`config.mk`:
```
export PLATFORM = sky130hd
export DESIGN_NAME = pulse_beat_rate_detector_flat
export DESIGN_NICKNAME = d
export VERILOG_FILES = /design/src/rtl/core/pbrd_pkg.sv /design/src/rtl/core/pbrd_in_if.sv /design/src/rtl/core/pbrd_out_if.sv /design/src/rtl/core/pbrd_cfg_if.sv /design/src/rtl/core/pbrd_fifo.sv /design/src/rtl/core/pbrd_front.sv /design/src/rtl/core/pbrd_div.sv /design/src/rtl/core/pbrd_back.sv /design/src/rtl/core/pulse_beat_rate_detector.sv /design/src/flat_wrapper.sv
export SDC_FILE = /design/constraint.sdc
export NUM_CORES = 2
export LEC_CHECK = 0
export BUFFER_PORTS_ARGS = -buffer_cell sky130_fd_sc_hd__buf_2
export CAP_MARGIN = 20
export CORE_MARGIN = 2
export CORE_UTILIZATION = 55
export DETAILED_ROUTE_END_ITERATION = 10
export GPL_TIMING_DRIVEN = 0
export PLACE_DENSITY = 0.78
export SLEW_MARGIN = 20
export SYNTH_ARGS = -nofsm -noshare
export SYNTH_HDL_FRONTEND = slang
export SYNTH_HIERARCHICAL = 1
export SYNTH_SLANG_ARGS = --single-unit
```
`constraint.sdc`:
```
create_clock -name clk -period 9.3 [get_ports clk]
set_input_delay 1.395 -clock clk [delete_from_list [all_inputs] [get_ports clk]]
set_output_delay 1.395 -clock clk [all_outputs]
set_load 0.02 [all_outputs]
```
`src/rtl/core/pbrd_pkg.sv`:
```
package pbrd_pkg;

	// Fixed-point averaging coefficients, 16-bit fractions.
	localparam int COEF_BITS = 16;
	localparam int KT_BITS = 17;
	localparam logic [COEF_BITS-1:0] K_DC_OLD = 16'd63570;
	localparam logic [COEF_BITS-1:0] K_DC_NEW = 16'd1966;
	localparam logic [COEF_BITS-1:0] K_ENV_OLD = 16'd62259;
	localparam logic [COEF_BITS-1:0] K_ENV_NEW = 16'd3277;
	localparam logic [KT_BITS-1:0] K_THRESH = 17'd78643;
	localparam logic [COEF_BITS-1:0] COEF_HALF = 16'h8000;

	// Field widths fixed by the interface.
	localparam int TIME_BITS = 32;
	localparam int INTERVAL_BITS = 16;
	localparam int RATE_BITS = 16;

	// Rate division: (60000 * 256 + d/2) / d in Q8.8.
	localparam int DIV_N_BITS = 24;
	localparam int DIV_D_BITS = 16;
	localparam logic [DIV_N_BITS-1:0] RATE_NUM = 24'd15360000;

	// Configuration port.
	localparam int CFG_ADDR_W = 8;
	localparam int CFG_DATA_W = 32;
	localparam int NO_FINGER_RESET = 8000;
	localparam int THR_FLOOR_RESET = 150;
	localparam int MIN_INT_RESET = 300;
	localparam int MAX_INT_RESET = 2000;

	typedef enum logic [CFG_ADDR_W-1:0] {
		REG_NO_FINGER = 8'd0,
		REG_THR_FLOOR = 8'd1,
		REG_MIN_INT   = 8'd2,
		REG_MAX_INT   = 8'd3
	} cfg_reg_t;

	typedef enum logic [3:0] {
		B_IDLE,
		B_BASE_A,
		B_BASE_B,
		B_MAG,
		B_ENV_A,
		B_ENV_B,
		B_THR,
		B_CMP,
		B_DIV,
		B_DONE
	} back_state_t;

endpackage

```
`src/rtl/core/pbrd_in_if.sv`:
```
interface pbrd_in_if #(
	parameter int SAMPLE_BITS = 18
) ();
	logic                   valid;
	logic                   ready;
	logic [SAMPLE_BITS-1:0] ir_sample;
	logic [31:0]            time_ms;

	modport source (output valid, ir_sample, time_ms, input ready);
	modport sink (input valid, ir_sample, time_ms, output ready);
endinterface

```
`src/rtl/core/pbrd_out_if.sv`:
```
interface pbrd_out_if #(
	parameter int SAMPLE_BITS = 18
) ();
	logic                          valid;
	logic                          ready;
	logic                          finger_present;
	logic signed [SAMPLE_BITS:0]   ac_value;
	logic [SAMPLE_BITS-1:0]        threshold_value;
	logic                          beat_edge;
	logic                          rate_updated;
	logic [15:0]                   beats_per_min;

	modport source (output valid, finger_present, ac_value, threshold_value, beat_edge,
		rate_updated, beats_per_min, input ready);
	modport sink (input valid, finger_present, ac_value, threshold_value, beat_edge,
		rate_updated, beats_per_min, output ready);
endinterface

```
`src/rtl/core/pbrd_cfg_if.sv`:
```
interface pbrd_cfg_if ();
	logic        valid;
	logic        ready;
	logic [7:0]  index;
	logic [31:0] data;

	modport source (output valid, index, data, input ready);
	modport sink (input valid, index, data, output ready);
endinterface

```
`src/rtl/core/pbrd_fifo.sv`:
```
module pbrd_fifo
	import pbrd_pkg::*;
#(
	parameter int WIDTH = 51,
	parameter int DEPTH = 2
) (
	input  logic             clk,
	input  logic             arst_n,
	input  logic             push,
	input  logic [WIDTH-1:0] push_data,
	output logic             full,
	input  logic             pop,
	output logic             empty,
	output logic [WIDTH-1:0] head
);

	localparam int PTR_W = $clog2(DEPTH);
	localparam int CNT_W = $clog2(DEPTH + 1);

	logic [WIDTH-1:0] mem_q [DEPTH];
	logic [PTR_W-1:0] wr_ptr_q;
	logic [PTR_W-1:0] rd_ptr_q;
	logic [CNT_W-1:0] count_q;

	assign full  = (count_q == CNT_W'(DEPTH));
	assign empty = (count_q == '0);
	assign head  = mem_q[rd_ptr_q];

	always_ff @(posedge clk or negedge arst_n) begin
		if (!arst_n) begin
			wr_ptr_q <= '0;
			rd_ptr_q <= '0;
			count_q  <= '0;
		end else begin
			if (push) begin
				wr_ptr_q <= (wr_ptr_q == PTR_W'(DEPTH - 1)) ? '0 : wr_ptr_q + PTR_W'(1);
			end
			if (pop) begin
				rd_ptr_q <= (rd_ptr_q == PTR_W'(DEPTH - 1)) ? '0 : rd_ptr_q + PTR_W'(1);
			end
			if (push && !pop) begin
				count_q <= count_q + CNT_W'(1);
			end else if (pop && !push) begin
				count_q <= count_q - CNT_W'(1);
			end
		end
	end

	always_ff @(posedge clk) begin
		if (push) begin
			mem_q[wr_ptr_q] <= push_data;
		end
	end

endmodule

```
`src/rtl/core/pbrd_front.sv`:
```
module pbrd_front
	import pbrd_pkg::*;
#(
	parameter int SAMPLE_BITS = 18
) (
	input  logic                            clk,
	input  logic                            arst_n,
	pbrd_in_if.sink                         samples,
	pbrd_cfg_if.sink                        cfg,
	output logic                            push,
	input  logic                            q_full,
	output logic [SAMPLE_BITS+TIME_BITS:0]  push_data,
	output logic [SAMPLE_BITS-1:0]          threshold_floor,
	output logic [INTERVAL_BITS-1:0]        min_interval_ms,
	output logic [INTERVAL_BITS-1:0]        max_interval_ms
);

	logic [SAMPLE_BITS-1:0] no_finger_q;
	logic [SAMPLE_BITS-1:0] floor_q;
	logic [INTERVAL_BITS-1:0] min_int_q;
	logic [INTERVAL_BITS-1:0] max_int_q;
	logic finger;

	assign threshold_floor = floor_q;
	assign min_interval_ms = min_int_q;
	assign max_interval_ms = max_int_q;

	// Classify at the door: a sample under the no-finger level clears the back end.
	assign finger        = (samples.ir_sample >= no_finger_q);
	assign samples.ready = !q_full;
	assign push          = samples.valid && !q_full;
	assign push_data     = {finger, samples.time_ms, samples.ir_sample};
	assign cfg.ready     = 1'b1;

	always_ff @(posedge clk or negedge arst_n) begin
		if (!arst_n) begin
			no_finger_q <= SAMPLE_BITS'(NO_FINGER_RESET);
			floor_q     <= SAMPLE_BITS'(THR_FLOOR_RESET);
			min_int_q   <= INTERVAL_BITS'(MIN_INT_RESET);
			max_int_q   <= INTERVAL_BITS'(MAX_INT_RESET);
		end else if (cfg.valid) begin
			case (cfg.index)
				REG_NO_FINGER: no_finger_q <= cfg.data[SAMPLE_BITS-1:0];
				REG_THR_FLOOR: floor_q     <= cfg.data[SAMPLE_BITS-1:0];
				REG_MIN_INT:   min_int_q   <= cfg.data[INTERVAL_BITS-1:0];
				REG_MAX_INT:   max_int_q   <= cfg.data[INTERVAL_BITS-1:0];
				default: ;
			endcase
		end
	end

endmodule

```
`src/rtl/core/pbrd_div.sv`:
```
module pbrd_div
	import pbrd_pkg::*;
(
	input  logic                  clk,
	input  logic                  arst_n,
	input  logic                  start,
	input  logic [DIV_N_BITS-1:0] dividend,
	input  logic [DIV_D_BITS-1:0] divisor,
	output logic                  done,
	output logic [DIV_N_BITS-1:0] quotient
);

	localparam int CNT_W = $clog2(DIV_N_BITS);

	logic                  busy_q;
	logic                  done_q;
	logic [CNT_W-1:0]      cnt_q;
	logic [DIV_D_BITS-1:0] rem_q;
	logic [DIV_D_BITS-1:0] dsr_q;
	logic [DIV_N_BITS-1:0] quo_q;
	logic [DIV_D_BITS:0]   rem_sh;
	logic                  ge;
	logic [DIV_D_BITS:0]   rem_nx;

	// Restoring division, one quotient bit per cycle.
	assign rem_sh   = {rem_q, quo_q[DIV_N_BITS-1]};
	assign ge       = (rem_sh >= {1'b0, dsr_q});
	assign rem_nx   = ge ? (rem_sh - {1'b0, dsr_q}) : rem_sh;
	assign done     = done_q;
	assign quotient = quo_q;

	always_ff @(posedge clk or negedge arst_n) begin
		if (!arst_n) begin
			busy_q <= 1'b0;
			done_q <= 1'b0;
			cnt_q  <= '0;
		end else begin
			done_q <= busy_q && !start && (cnt_q == '0);
			if (start) begin
				busy_q <= 1'b1;
				cnt_q  <= CNT_W'(DIV_N_BITS - 1);
			end else if (busy_q) begin
				if (cnt_q == '0) begin
					busy_q <= 1'b0;
				end else begin
					cnt_q <= cnt_q - CNT_W'(1);
				end
			end
		end
	end

	always_ff @(posedge clk) begin
		if (start) begin
			rem_q <= '0;
			dsr_q <= divisor;
			quo_q <= dividend;
		end else if (busy_q) begin
			rem_q <= rem_nx[DIV_D_BITS-1:0];
			quo_q <= {quo_q[DIV_N_BITS-2:0], ge};
		end
	end

endmodule

```
`src/rtl/core/pbrd_back.sv`:
```
module pbrd_back
	import pbrd_pkg::*;
#(
	parameter int SAMPLE_BITS = 18,
	parameter int FRAC_BITS = 16
) (
	input  logic                            clk,
	input  logic                            arst_n,
	input  logic                            q_empty,
	output logic                            q_pop,
	input  logic [SAMPLE_BITS+TIME_BITS:0]  q_data,
	input  logic [SAMPLE_BITS-1:0]          threshold_floor,
	input  logic [INTERVAL_BITS-1:0]        min_interval_ms,
	input  logic [INTERVAL_BITS-1:0]        max_interval_ms,
	pbrd_out_if.source                      results
);

	localparam int W   = SAMPLE_BITS + FRAC_BITS;
	localparam int P_W = W + KT_BITS;
	localparam int S_W = P_W + 1;
	localparam int A_W = SAMPLE_BITS + 1;
	localparam int B_W = RATE_BITS + 2;

	back_state_t state_q, state_d;

	// Beat state.
	logic [W-1:0]          baseline_q;
	logic [W-1:0]          envelope_q;
	logic                  was_above_q;
	logic [TIME_BITS-1:0]  last_beat_q;
	logic [RATE_BITS-1:0]  rate_q;

	// Item in flight.
	logic [SAMPLE_BITS-1:0] x_q;
	logic [TIME_BITS-1:0]   now_q;
	logic                   fing_q;
	logic [P_W-1:0]         prod_q;
	logic                   neg_q;
	logic [W-1:0]           mag_q;
	logic [W-1:0]           th_q;
	logic                   edge_q;
	logic                   upd_q;

	// Output register.
	logic                   out_valid_q;
	logic                   out_fing_q;
	logic [A_W-1:0]         out_ac_q;
	logic [SAMPLE_BITS-1:0] out_th_q;
	logic                   out_edge_q;
	logic                   out_upd_q;
	logic [RATE_BITS-1:0]   out_rate_q;

	logic                   head_finger;
	logic [W-1:0]           xq;
	logic [W-1:0]           base_sel;
	logic [W-1:0]           mul_a;
	logic [KT_BITS-1:0]     mul_b;
	logic [P_W-1:0]         prod_d;
	logic [W-1:0]           mix_a;
	logic [COEF_BITS-1:0]   mix_b;
	logic [S_W-1:0]         sum_d;
	logic [W-1:0]           avg_d;
	logic                   neg_d;
	logic [W-1:0]           mag_d;
	logic [P_W-1:0]         th_sum;
	logic [W:0]             th_raw;
	logic [W-1:0]           th_sat;
	logic [W-1:0]           floor_w;
	logic [W-1:0]           th_d;
	logic                   above_d;
	logic                   edge_d;
	logic [TIME_BITS-1:0]   delta;
	logic                   interval_ok;
	logic                   div_start;
	logic                   div_done;
	logic [DIV_N_BITS-1:0]  div_dividend;
	logic [DIV_N_BITS-1:0]  div_quo;
	logic [RATE_BITS-1:0]   inst_rate;
	logic [B_W-1:0]         blend_sum;
	logic [RATE_BITS-1:0]   rate_next;
	logic [A_W-1:0]         ac_mag;
	logic [A_W-1:0]         ac_d;
	logic                   out_load;

	assign head_finger = q_data[SAMPLE_BITS+TIME_BITS];
	assign xq          = {x_q, {FRAC_BITS{1'b0}}};
	assign base_sel    = (baseline_q == '0) ? xq : baseline_q;

	// One shared multiplier for the "old" terms and the threshold gain.
	always_comb begin
		mul_a = envelope_q;
		mul_b = KT_BITS'(K_ENV_OLD);
		mix_a = mag_q;
		mix_b = K_ENV_NEW;
		case (state_q)
			B_BASE_A: begin
				mul_a = base_sel;
				mul_b = KT_BITS'(K_DC_OLD);
			end
			B_BASE_B: begin
				mix_a = xq;
				mix_b = K_DC_NEW;
			end
			B_THR: begin
				mul_b = K_THRESH;
			end
			default: ;
		endcase
	end

	assign prod_d = P_W'(mul_a) * P_W'(mul_b);
	assign sum_d  = S_W'(prod_q) + S_W'(mix_a) * S_W'(mix_b) + S_W'(COEF_HALF);
	assign avg_d  = sum_d[COEF_BITS +: W];

	assign neg_d = (xq < baseline_q);
	assign mag_d = neg_d ? (baseline_q - xq) : (xq - baseline_q);

	// The threshold product is rounded like the averages before it drops its
	// coefficient fraction.
	assign th_sum  = prod_q + P_W'(COEF_HALF);
	assign th_raw  = th_sum[P_W-1:COEF_BITS];
	assign th_sat  = th_raw[W] ? {W{1'b1}} : th_raw[W-1:0];
	assign floor_w = {threshold_floor, {FRAC_BITS{1'b0}}};
	assign th_d    = (th_sat < floor_w) ? floor_w : th_sat;
	assign above_d = !neg_q && (mag_q > th_d);
	assign edge_d  = above_d && !was_above_q;

	assign delta       = now_q - last_beat_q;
	assign interval_ok = (last_beat_q != '0) && (delta > TIME_BITS'(min_interval_ms))
		&& (delta < TIME_BITS'(max_interval_ms)) && (delta != '0);
	assign div_dividend = RATE_NUM + DIV_N_BITS'(delta[DIV_D_BITS-1:1]);

	assign inst_rate = (div_quo[DIV_N_BITS-1:RATE_BITS] != '0) ? {RATE_BITS{1'b1}}
		: div_quo[RATE_BITS-1:0];
	assign blend_sum = B_W'({rate_q, 1'b0}) + B_W'(rate_q) + B_W'(inst_rate) + B_W'(2);
	assign rate_next = (rate_q == '0) ? inst_rate : blend_sum[B_W-1:2];

	assign ac_mag = {1'b0, mag_q[W-1:FRAC_BITS]};
	assign ac_d   = neg_q ? (~ac_mag + A_W'(1)) : ac_mag;

	pbrd_div u_div (
		.clk      (clk),
		.arst_n   (arst_n),
		.start    (div_start),
		.dividend (div_dividend),
		.divisor  (delta[DIV_D_BITS-1:0]),
		.done     (div_done),
		.quotient (div_quo)
	);

	always_comb begin
		state_d = state_q;
		case (state_q)
			B_IDLE: begin
				if (!q_empty) begin
					state_d = head_finger ? B_BASE_A : B_DONE;
				end
			end
			B_BASE_A: state_d = B_BASE_B;
			B_BASE_B: state_d = B_MAG;
			B_MAG:    state_d = B_ENV_A;
			B_ENV_A:  state_d = B_ENV_B;
			B_ENV_B:  state_d = B_THR;
			B_THR:    state_d = B_CMP;
			B_CMP:    state_d = (edge_d && interval_ok) ? B_DIV : B_DONE;
			B_DIV: begin
				if (div_done) begin
					state_d = B_DONE;
				end
			end
			B_DONE: begin
				if (!out_valid_q || results.ready) begin
					state_d = B_IDLE;
				end
			end
			default: state_d = B_IDLE;
		endcase
	end

	always_comb begin
		q_pop     = 1'b0;
		div_start = 1'b0;
		out_load  = 1'b0;
		case (state_q)
			B_IDLE: q_pop     = !q_empty;
			B_CMP:  div_start = edge_d && interval_ok;
			B_DONE: out_load  = !out_valid_q || results.ready;
			default: ;
		endcase
	end

	always_ff @(posedge clk or negedge arst_n) begin
		if (!arst_n) begin
			state_q     <= B_IDLE;
			baseline_q  <= '0;
			envelope_q  <= '0;
			was_above_q <= 1'b0;
			last_beat_q <= '0;
			rate_q      <= '0;
			out_valid_q <= 1'b0;
		end else begin
			state_q <= state_d;
			if (q_pop && !head_finger) begin
				baseline_q  <= '0;
				envelope_q  <= '0;
				was_above_q <= 1'b0;
				last_beat_q <= '0;
				rate_q      <= '0;
			end
			if (state_q == B_BASE_B) begin
				baseline_q <= avg_d;
			end
			if (state_q == B_ENV_B) begin
				envelope_q <= avg_d;
			end
			if (state_q == B_CMP) begin
				was_above_q <= above_d;
				if (edge_d) begin
					last_beat_q <= now_q;
				end
			end
			if (state_q == B_DIV && div_done) begin
				rate_q <= rate_next;
			end
			if (out_load) begin
				out_valid_q <= 1'b1;
			end else if (results.ready) begin
				out_valid_q <= 1'b0;
			end
		end
	end

	always_ff @(posedge clk) begin
		if (q_pop) begin
			x_q    <= q_data[SAMPLE_BITS-1:0];
			now_q  <= q_data[SAMPLE_BITS +: TIME_BITS];
			fing_q <= head_finger;
			edge_q <= 1'b0;
			upd_q  <= 1'b0;
			if (!head_finger) begin
				neg_q <= 1'b0;
				mag_q <= '0;
				th_q  <= '0;
			end
		end
		if (state_q == B_BASE_A || state_q == B_ENV_A || state_q == B_THR) begin
			prod_q <= prod_d;
		end
		if (state_q == B_MAG) begin
			neg_q <= neg_d;
			mag_q <= mag_d;
		end
		if (state_q == B_CMP) begin
			th_q   <= th_d;
			edge_q <= edge_d;
		end
		if (state_q == B_DIV && div_done) begin
			upd_q <= 1'b1;
		end
		if (out_load) begin
			out_fing_q <= fing_q;
			out_ac_q   <= ac_d;
			out_th_q   <= th_q[W-1:FRAC_BITS];
			out_edge_q <= edge_q;
			out_upd_q  <= upd_q;
			out_rate_q <= rate_q;
		end
	end

	assign results.valid           = out_valid_q;
	assign results.finger_present  = out_fing_q;
	assign results.ac_value        = out_ac_q;
	assign results.threshold_value = out_th_q;
	assign results.beat_edge       = out_edge_q;
	assign results.rate_updated    = out_upd_q;
	assign results.beats_per_min   = out_rate_q;

endmodule

```
`src/rtl/core/pulse_beat_rate_detector.sv`:
```
// Pulse beat rate detector for an optical finger sensor.
// Input channel "samples" carries one infrared sample and its millisecond time
// stamp per transfer; output channel "results" returns exactly one result per
// sample, in order: finger flag, AC value, threshold, beat edge, rate update
// flag and the smoothed rate in Q8.8 beats per minute.
// Channel "cfg" writes the no-finger level, threshold floor and the beat
// interval window by register index; it is always ready.
// A result is offered once its sample has gone through the back-end states
// B_BASE_A to B_CMP; when a beat with a valid interval updates the rate, it
// also waits in B_DIV for the rate from a restoring divider that retires one
// quotient bit per cycle. A no-finger sample goes from B_IDLE to B_DONE.
// The back end handles one item at a time and pops no new sample until the
// current one has left B_DONE, so a two-entry queue lets the front keep
// taking samples while the back end is busy.
// Reset clears all beat state and loads the register defaults.
// When the receiver stalls, the finished result waits in the output register,
// the back end finishes the next item and then holds, and the input channel
// drops ready once the queue is full.
module pulse_beat_rate_detector
	import pbrd_pkg::*;
#(
	parameter int SAMPLE_BITS = 18,
	parameter int FRAC_BITS = 16,
	parameter int QUEUE_DEPTH = 2
) (
	input  logic         clk,
	input  logic         arst_n,
	pbrd_in_if.sink      samples,
	pbrd_out_if.source   results,
	pbrd_cfg_if.sink     cfg
);

	// Queue entry: finger flag, time stamp, sample.
	localparam int ENTRY_W = SAMPLE_BITS + TIME_BITS + 1;

	logic                     push;
	logic                     q_full;
	logic                     q_empty;
	logic                     q_pop;
	logic [ENTRY_W-1:0]       push_data;
	logic [ENTRY_W-1:0]       q_head;
	logic [SAMPLE_BITS-1:0]   threshold_floor;
	logic [INTERVAL_BITS-1:0] min_interval_ms;
	logic [INTERVAL_BITS-1:0] max_interval_ms;

	// The front end holds the configuration and tags each sample with whether
	// a finger is present, so the back end needs only the flag, not the no-finger level.
	pbrd_front #(
		.SAMPLE_BITS (SAMPLE_BITS)
	) u_front (
		.clk             (clk),
		.arst_n          (arst_n),
		.samples         (samples),
		.cfg             (cfg),
		.push            (push),
		.q_full          (q_full),
		.push_data       (push_data),
		.threshold_floor (threshold_floor),
		.min_interval_ms (min_interval_ms),
		.max_interval_ms (max_interval_ms)
	);

	pbrd_fifo #(
		.WIDTH (ENTRY_W),
		.DEPTH (QUEUE_DEPTH)
	) u_fifo (
		.clk       (clk),
		.arst_n    (arst_n),
		.push      (push),
		.push_data (push_data),
		.full      (q_full),
		.pop       (q_pop),
		.empty     (q_empty),
		.head      (q_head)
	);

	// The back end runs the baseline and envelope averages and the threshold gain
	// through one shared multiplier, detects the rising crossing and, on a beat
	// with an interval inside the window, divides to get the instantaneous rate.
	pbrd_back #(
		.SAMPLE_BITS (SAMPLE_BITS),
		.FRAC_BITS   (FRAC_BITS)
	) u_back (
		.clk             (clk),
		.arst_n          (arst_n),
		.q_empty         (q_empty),
		.q_pop           (q_pop),
		.q_data          (q_head),
		.threshold_floor (threshold_floor),
		.min_interval_ms (min_interval_ms),
		.max_interval_ms (max_interval_ms),
		.results         (results)
	);

endmodule
```
`src/flat_wrapper.sv`:
```
// flat-port wrapper written by rule: the top's interface ports become plain ports
module pulse_beat_rate_detector_flat import pbrd_pkg::*;
#(
	parameter int SAMPLE_BITS = 18,
	parameter int FRAC_BITS = 16,
	parameter int QUEUE_DEPTH = 2
)
  (clk, arst_n, samples_valid, samples_ir_sample, samples_time_ms, samples_ready, results_valid, results_finger_present, results_ac_value, results_threshold_value, results_beat_edge, results_rate_updated, results_beats_per_min, results_ready, cfg_valid, cfg_index, cfg_data, cfg_ready);
  pbrd_in_if #(.SAMPLE_BITS(SAMPLE_BITS)) samples_i ();
  pbrd_out_if #(.SAMPLE_BITS(SAMPLE_BITS)) results_i ();
  pbrd_cfg_if cfg_i ();
  input  logic clk;
  input  logic arst_n;
  input wire logic [$bits(samples_i.valid)-1:0] samples_valid;
  input wire logic [$bits(samples_i.ir_sample)-1:0] samples_ir_sample;
  input wire logic [$bits(samples_i.time_ms)-1:0] samples_time_ms;
  output wire logic [$bits(samples_i.ready)-1:0] samples_ready;
  output wire logic [$bits(results_i.valid)-1:0] results_valid;
  output wire logic [$bits(results_i.finger_present)-1:0] results_finger_present;
  output wire logic [$bits(results_i.ac_value)-1:0] results_ac_value;
  output wire logic [$bits(results_i.threshold_value)-1:0] results_threshold_value;
  output wire logic [$bits(results_i.beat_edge)-1:0] results_beat_edge;
  output wire logic [$bits(results_i.rate_updated)-1:0] results_rate_updated;
  output wire logic [$bits(results_i.beats_per_min)-1:0] results_beats_per_min;
  input wire logic [$bits(results_i.ready)-1:0] results_ready;
  input wire logic [$bits(cfg_i.valid)-1:0] cfg_valid;
  input wire logic [$bits(cfg_i.index)-1:0] cfg_index;
  input wire logic [$bits(cfg_i.data)-1:0] cfg_data;
  output wire logic [$bits(cfg_i.ready)-1:0] cfg_ready;
  assign samples_i.valid = samples_valid;
  assign samples_i.ir_sample = samples_ir_sample;
  assign samples_i.time_ms = samples_time_ms;
  assign samples_ready = samples_i.ready;
  assign results_valid = results_i.valid;
  assign results_finger_present = results_i.finger_present;
  assign results_ac_value = results_i.ac_value;
  assign results_threshold_value = results_i.threshold_value;
  assign results_beat_edge = results_i.beat_edge;
  assign results_rate_updated = results_i.rate_updated;
  assign results_beats_per_min = results_i.beats_per_min;
  assign results_i.ready = results_ready;
  assign cfg_i.valid = cfg_valid;
  assign cfg_i.index = cfg_index;
  assign cfg_i.data = cfg_data;
  assign cfg_ready = cfg_i.ready;
  pulse_beat_rate_detector #(.SAMPLE_BITS(SAMPLE_BITS), .FRAC_BITS(FRAC_BITS), .QUEUE_DEPTH(QUEUE_DEPTH)) u_core (.clk(clk), .arst_n(arst_n), .samples(samples_i), .results(results_i), .cfg(cfg_i));
endmodule
```
; Word level (Yosys, flattened, before mapping)
; Memories as Yosys holds them, arrays and structs flattened.
; Cells that the tools add are included.
[totals]
register_bits = 486
inputBits = 95
mem_count = 1
mem_bits_rw = 102
wordCells = 190
out_inout_bits = 59
[memory_table]
columns = name, words, width, rd, rd_clocked_by_memory_dff, write_ports, line_no
row1 = u_core.u_fifo.mem_q, 2, 51, 1, 0, 1, pbrd_fifo.sv:20  ; logic [WIDTH-1:0] mem_q [DEPTH];
[op_classes]
multipliers = 2
mux = 56
magnitude_cmp = 7
eq_ne = 19
bitwise_logic = 1
reduce_logical = 51
add_sub_neg = 17
[ops]
columns = cell, n
row1 = $mux W34, 13
row2 = $mux W32, 3
row3 = $mux W16, 5
row4 = $lt A34 B34 Y1, 2
row5 = $sub A34 B34 Y34, 2
row6 = $reduce_bool A32 Y1, 2
row7 = $add A51 B16 Y51 const B, 1
row8 = $mul A34 B17 Y51, 1
row9 = $add A50 B16 Y50 const B, 1
row10 = $add A50 B50 Y50, 1
row11 = $mul A34 B16 Y50, 1
row12 = $mux W24, 2
row13 = $pmux W4 S10, 1
row14 = $gt A34 B34 Y1, 1
row15 = $logic_not A34 Y1, 1
row16 = $pmux W17 S2, 1
row17 = $gt A32 B16 Y1, 1
row18 = $lt A32 B16 Y1, 1
row19 = $sub A32 B32 Y32, 1
row20 = $add A22 B16 Y23 const A, 1
row21 = $mux W1, 20
row22 = $add A19 B1 Y19 const B, 1
row23 = $not A18 Y19, 1
row24 = $add A17 B16 Y18, 1
row25 = 35 further kinds, 88

; Logic depth before layout (Yosys ltp)
[depth]
depth_word = 12
depth_mapped = 38
mapped_depth_nobuf = 34

; Modules after synthesis
; Netlist, hierarchy kept.
[modules_own_cells]
columns = mod, n_inst, cells_each, area_per_inst_um2, seq_area_each_um2
row1 = pbrd_back, 1, 4666, 46045.4, 9439.1
row2 = pbrd_fifo, 1, 175, 4119.0, 3163.0
row3 = pbrd_div, 1, 324, 3460.8, 1696.6
row4 = pbrd_front, 1, 280, 3419.5, 1726.7

; Worst setup path before layout
; OpenSTA, ideal clock, no wires.
[synth_timing]
path_type = register to register
startpoint = register u_core.u_back.prod_q[22]
endpoint = register u_core.u_back.u_div.cnt_q[4]
path_stages_with_launch = 38
n_path_buf = 4
setup_time_ps = 121
arrival_time_ps = 9672
synth_period_minus_slack_ps = 9793
required_ps = 9179
path_slack_ps = -493
cell_sequence = edfxtp_1 > and4_1 > and4_1 > and2_1 > nand2_1 > or2_2 > nor2_1 > xnor2_1 > clkbuf_1 > nand2_1 > ha_1 > a21o_1 > a21o_1 > a21oi_1 > o21a_1 > o21ai_0 > nor4b_1 > nor4b_1 > [... 2 more ...] > nor3_1 > a31o_2 > ha_1 > nand4_1 > nor4_1 > o311ai_0 > nand4_1 > o211a_1 > o2111ai_1 > a2111oi_0 > nand4b_1 > nor4_1 > or2_2 > and2_1 > clkbuf_1 > nand3_1 > xor2_1 > nand2b_1
[synth_between]
elab_chain_len = 11
elab_cells_between_ends = 13
classes_between = 1 x add/sub / 2 x order compare / 1 x eq/ne / 4 x mux / 5 x reduce/logical
[synth_lines]
columns = item, line_no
row1 = from (decl), pbrd_back.sv:37  ; logic [P_W-1:0] prod_q;
row2 = from (signal assigned), pbrd_back.sv:247  ; prod_q <= prod_d;
row3 = $add A51 B16 Y51 (*), pbrd_back.sv:120  ; assign th_sum = prod_q + P_W'(COEF_HALF);
row4 = $mux W34 (*), pbrd_back.sv:122  ; assign th_sat = th_raw[W] ? {W{1'b1}} : th_raw[W-1:0];
row5 = $lt A34 B34 Y1, pbrd_back.sv:124  ; assign th_d = (th_sat < floor_w) ? floor_w : th_sat;
row6 = $mux W34 (*), pbrd_back.sv:124
row7 = $gt A34 B34 Y1 (*), pbrd_back.sv:125  ; assign above_d = !neg_q && (mag_q > th_d);
row8 = $logic_and A1 B1 Y1 (*), pbrd_back.sv:125
row9 = $logic_and A1 B1 Y1 (*), pbrd_back.sv:126  ; assign edge_d = above_d && !was_above_q;
row10 = $logic_and A1 B1 Y1 (*), pbrd_back.sv:186  ; B_CMP: div_start = edge_d && interval_ok;
row11 = $mux W1 (*), pbrd_back.sv:184  ; case (state_q)
row12 = named net u_core.u_back.div_start, pbrd_back.sv:74  ; logic div_start;
row13 = $ne A2 B1 Y1 (no source line) or $reduce_bool A2 Y1 (tied branches), n/a
row14 = $reduce_and A2 Y1 (no source line), n/a
row15 = to (signal assigned), pbrd_div.sv:41  ; cnt_q <= CNT_W'(DIV_N_BITS - 1);
row16 = to (signal assigned), pbrd_div.sv:46  ; cnt_q <= cnt_q - CNT_W'(1);
row17 = to (decl), pbrd_div.sv:17  ; logic [CNT_W-1:0] cnt_q;
; The timed path passes the listed nets; every way through them passes the cells marked *.
; A chain may end at the register's enable or synchronous reset.

; Final worst setup path
[layout_timing]
startpoint = register u_core.u_back.state_q[0]
endpoint = register u_core.u_back.baseline_q[24]
[layout_between]
elab_chain_len = 6
elab_cells_between_ends = 11
classes_between = 2 x add/sub / 1 x mul / 1 x eq/ne / 4 x mux / 3 x reduce/logical
[layout_lines]
columns = item, line_no
row1 = from (decl), pbrd_back.sv:24  ; back_state_t state_q, state_d;
row2 = from (signal assigned), pbrd_back.sv:202  ; state_q <= state_d;
row3 = $eq A4 B2 Y1, "pbrd_back.sv:95, pbrd_back.sv:210"
row4 = $mux W34 or $mux W12 (tied branches), pbrd_back.sv:95  ; case (state_q)
row5 = $mul A34 B16 Y50, pbrd_back.sv:112  ; assign sum_d = S_W'(prod_q) + S_W'(mix_a) * S_W'(mix_b) + S_W'(COEF_HALF);
row6 = $add A50 B50 Y50, pbrd_back.sv:112
row7 = $add A50 B16 Y50, pbrd_back.sv:112
row8 = $mux W34, pbrd_back.sv:210  ; if (state_q == B_BASE_B) begin
row9 = to (signal assigned), pbrd_back.sv:211  ; baseline_q <= avg_d;
row10 = to (decl), pbrd_back.sv:27  ; logic [W-1:0] baseline_q;
; Several ways; a longest one is shown, not always the timed one.

==> impl_metrics.py <==
metrics = {
    "synthesis": {
        "syn_inst": 5445,
        "netlist_area_mm2": 0.0570,
        "muxShareOfSynthArea_pct": 3.17,
        "synth_ff_type": "edfxtp_1",
        "synth_compound_area_share_pct": 10.6,
        "synthAdderAreaFrac_pct": 36.4,
        "synth_seq_area_share_pct": 28.1,
        "synth_seq_cells": 572,
        "yosysUniqueCellTypes": 105,
        "synthSimpleGateAreaFrac_pct": 11.0,
        "synth_top_family_by_area": "adder cells",
        "synth_xor_area_share_pct": 2.98,
        "yosysWarnings": 6,
        "synth_edf_count": 354,
        "syn_area_per_cell_um2": 10.5,
        "synthArstFlopShare_pct": 35.1,
    },
    "place": {
        "dpl.hpwl_um": 140000,
        "gp_congestion": 1.03,
        "dp_cells": 6980,
        "port-buffer-count": 106,
    },
    "sta": {
        "finalSetupViolCount": 0,
        "finalHoldViolCount": 0,
        "min_period_ns": 9.03,
        "finalMaxSlewViolations": 0,
        "slew_headroom_pct": 24.1,
        "tightest_slew_ns": 1.11,
        "fin_crit_sh_pct": 97.1,
        "timing.fmax_ghz": 0.111,
        "fin_skew_ns": 0.0581,
    },
    "critical_path": {
        "crit_fanout": 10,
        "start_kind": "flop",
        "crit_start": "u_core/u_back/state_q[0]",
        "ff2ff_path_depth": 25,
        "reg2reg_from": "u_core/u_back/state_q[0]",
        "r2r_slack_ns": 0.27,
        "critPathRequiredTime_ns": 9.78,
        "crit_type": "flop to flop",
        "r2r_end": "u_core/u_back/baseline_q[24]",
        "endpoint_kind": "flop",
        "arrival_ns": 9.51,
        "worstSetupEndpoint": "u_core/u_back/baseline_q[24]",
    },
    "clock_tree": {
        "cts_max_path_buffers": 3,
        "cts_sinks": 572,
        "cts_buffers": 59,
        "clkLatencyLatePin_ns": 0.66,
        "root_buffer": "clkbuf_16",
        "cts_tree": "yes",
        "htreeDepth": 2,
        "clkSlewWorstSetupHoldPaths_ns": 0.06,
    },
    "drt": {
        "drt.antenna.violating_nets": 0,
        "vias": 42455,
        "drtPass1Iterations": 5,
        "dr.first_iter.drc_count": 4201,
        "drc": 0,
        "routed_wl_um": 168000,
        "routed_via_density": 5.95,
        "wl_per_cell_um": 23.5,
    },
    "cells_and_area": {
        "area_delta_synth_final_pct": 9.17,
        "drive_gt1_share_pct": 11.2,
        "final_cells": 7131,
        "n_fill_cell": 8341,
        "nNetsFinal": 7057,
    },
    "floorplan": {
        "ioPinCount": 154,
        "die_x_um": 326,
        "die_h_um": 326,
        "start_util_pct": 55.3,
        "rows": 118,
        "core_mm2": 0.103,
        "die-area_mm2": 0.106,
    },
    "grt": {
        "grt_usage_pct": 31.7,
        "antenna_found_initial": 7,
        "grt_overflow_total": 0,
        "grt_pass1_wl_um": 256000,
        "grt_max_degree": 79,
        "first_global_vias": 43056,
    },
    "flow_run": {
        "drv_cap": 0,
    },
    "run_status": {
        "status": "completed",
    },
    "min_path": {
        "min_path_type": "flop to flop",
    },
}
cells in the mapped netlist (81+ instances only):
| master | n | share of area [%] |
|---|---|---|
| mux2_2 | 81 | 1.6 |
| inv_1 | 846 | 5.6 |
| nand3_1 | 129 | 1.1 |
| ha_1 | 603 | 13 |
| nor2_1 | 297 | 2.0 |
| xnor2_1 | 112 | 1.7 |
| dfrtp_1 | 181 | 7.9 |
| a21o_1 | 95 | 1.3 |
| a21oi_1 | 228 | 2.0 |
| edfxtp_1 | 354 | 19 |
| clkbuf_1 | 146 | 0.96 |
| nand2_1 | 329 | 2.2 |
| o21ai_0 | 225 | 2.0 |
| xor2_1 | 82 | 1.3 |
| fa_1 | 660 | 23 |
final cells by class:
class | instances | area [µm²] | area share, %
diodes | 1 | 2.50 | 0.00402
plain buffers | 243 | 1320 | 2.12
clock buffers | 86 | 1640 | 2.63
clock inverters | 26 | 287 | 0.460
inverters | 846 | 3180 | 5.10
multi-input cells | 3825 | 37100 | 59.6
flip-flops and latches | 572 | 16000 | 25.7
well taps | 1380 | 1730 | 2.77
repair buffers | 152 | 996 | 1.60
worst min path at each step:
| stage | slack [ns] | end | from | depth (start not counted) |
|---|---|---|---|---|
| final | 0.42 | u_core/u_back/results.threshold_value[1] | u_core/u_back/th_q[17] | 0 |
| after global routing | 0.42 | u_core/u_back/results.finger_present | u_core/u_back/fing_q | 0 |
| after CTS | 0.42 | u_core/u_back/results.threshold_value[14] | u_core/u_back/th_q[30] | 0 |
| after detailed placement | 0.40 | u_core/u_back/results.threshold_value[12] | u_core/u_back/th_q[28] | 0 |
| after global placement | 0.40 | u_core/u_back/results.threshold_value[8] | u_core/u_back/th_q[24] | 0 |
| after floorplan | 0.40 | u_core/u_back/results.beat_edge | u_core/u_back/edge_q | 0 |
sequential cells by signal, indices dropped and copies added, names as in the netlist, 19 cells and up:
name	flops
u_core/u_back/baseline_q	34
u_core/u_back/envelope_q	34
u_core/u_back/last_beat_q	32
u_core/u_back/mag_q	34
u_core/u_back/now_q	32
u_core/u_back/prod_q	51
u_core/u_back/results.ac_value	19
u_core/u_back/u_div/quotient	24
u_core/u_fifo/mem_q	102
metrics by stage:
step / setup slack [ns] / TNS, ns / instance area, µm² / hold slack [ns] / util [%]
after floorplan: 0.322 / 0 / 57200 / 0.400 / -
after global placement: -2.58 / -188.16 / 59500 / 0.402 / 57.6
after detailed placement: -1.75 / -110.49 / 59700 / 0.405 / 57.8
after CTS: 0.00944 / 0 / 61800 / 0.420 / 59.9
after global routing: -0.0750 / -0.160 / 62300 / 0.423 / 60.3
final: 0.265 / 0 / 62300 / 0.419 / 60.3
logic make-up (layout without fill, tap and decap cells):
family / after synthesis / in the layout
AO/OA/AOI/OAI: 919 / 919
XOR/XNOR: 194 / 194
adder cells (fa/ha/maj): 1263 / 1263
buffers and inverters: 1090 / 1353
flip-flops: 572 / 572
multiplexers: 146 / 146
other: 3 / 45
AND/OR/NAND/NOR: 1258 / 1259
layer usage:
metal / wire [µm] / global-route usage, % / vias up / part of all wire, %
met4: 7700 / 12.5 / 2 / 4.6
met3: 15100 / 5.81 / 308 / 9.0
li1: - / - / 18921 / -
met5: 11 / 0 / - / 0.0066
met2: 72600 / 47.2 / 1898 / 43
met1: 72200 / 46.0 / 21326 / 43
critical path: stages (launching register included):
cell      delay [ns]
dfrtp_1         0.45
clkbuf_1        0.36
nand2b_1        0.33
or2_2           0.25
clkbuf_1        0.37
buf_2           0.42
nand2_1         0.27
inv_1           0.30
fa_1            0.48
fa_1            0.55
inv_1           0.07
fa_1            0.55
inv_1           0.07
fa_1            0.51
fa_1            0.51
ha_1            0.31
ha_1            0.41
nand2_1         0.11
o21ai_1         0.36
a211oi_1        0.12
a21oi_1         0.45
a31oi_2         0.31
o31ai_2         0.52
a21boi_0        0.21
xnor2_1         0.42
o21ai_0         0.15
what timing repair did:
action / CTS / global route
hold endpoints to repair: 0 / 0
buffers inserted: 7 / 31
hold buffers: 0 / 0
endpoints found under the setup margin: 144 / 119
resized for setup: 39 / 65
cloned: 1 / 0
pin swaps: 5 / 13
cells in the final DEF (no fill, tap or decap), types with 24 or more instances in the layout:
cell type	instances
edfxtp_1	354
nor4_1	25
or2_2	42
a21oi_1	227
dfrtp_1	180
nor3_1	70
nand3_1	128
nand4_1	64
o31ai_1	55
conb_1	44
inv_1	842
mux2_4	49
xnor2_1	107
buf_4	98
mux2_2	81
a31o_2	24
ha_1	601
nand2b_1	40
o21a_1	26
nor2b_1	72
a311oi_1	36
o21ai_0	222
and2_1	50
xor2_1	78
nand2_1	328
a21o_1	95
fa_1	660
clkbuf_16	60
buf_2	121
clkbuf_1	157
and3_1	44
nor2_1	284
Power is left out: the tool's default activity adds up to more than one toggle a clock period on the data nets, which glitch-free logic cannot reach.
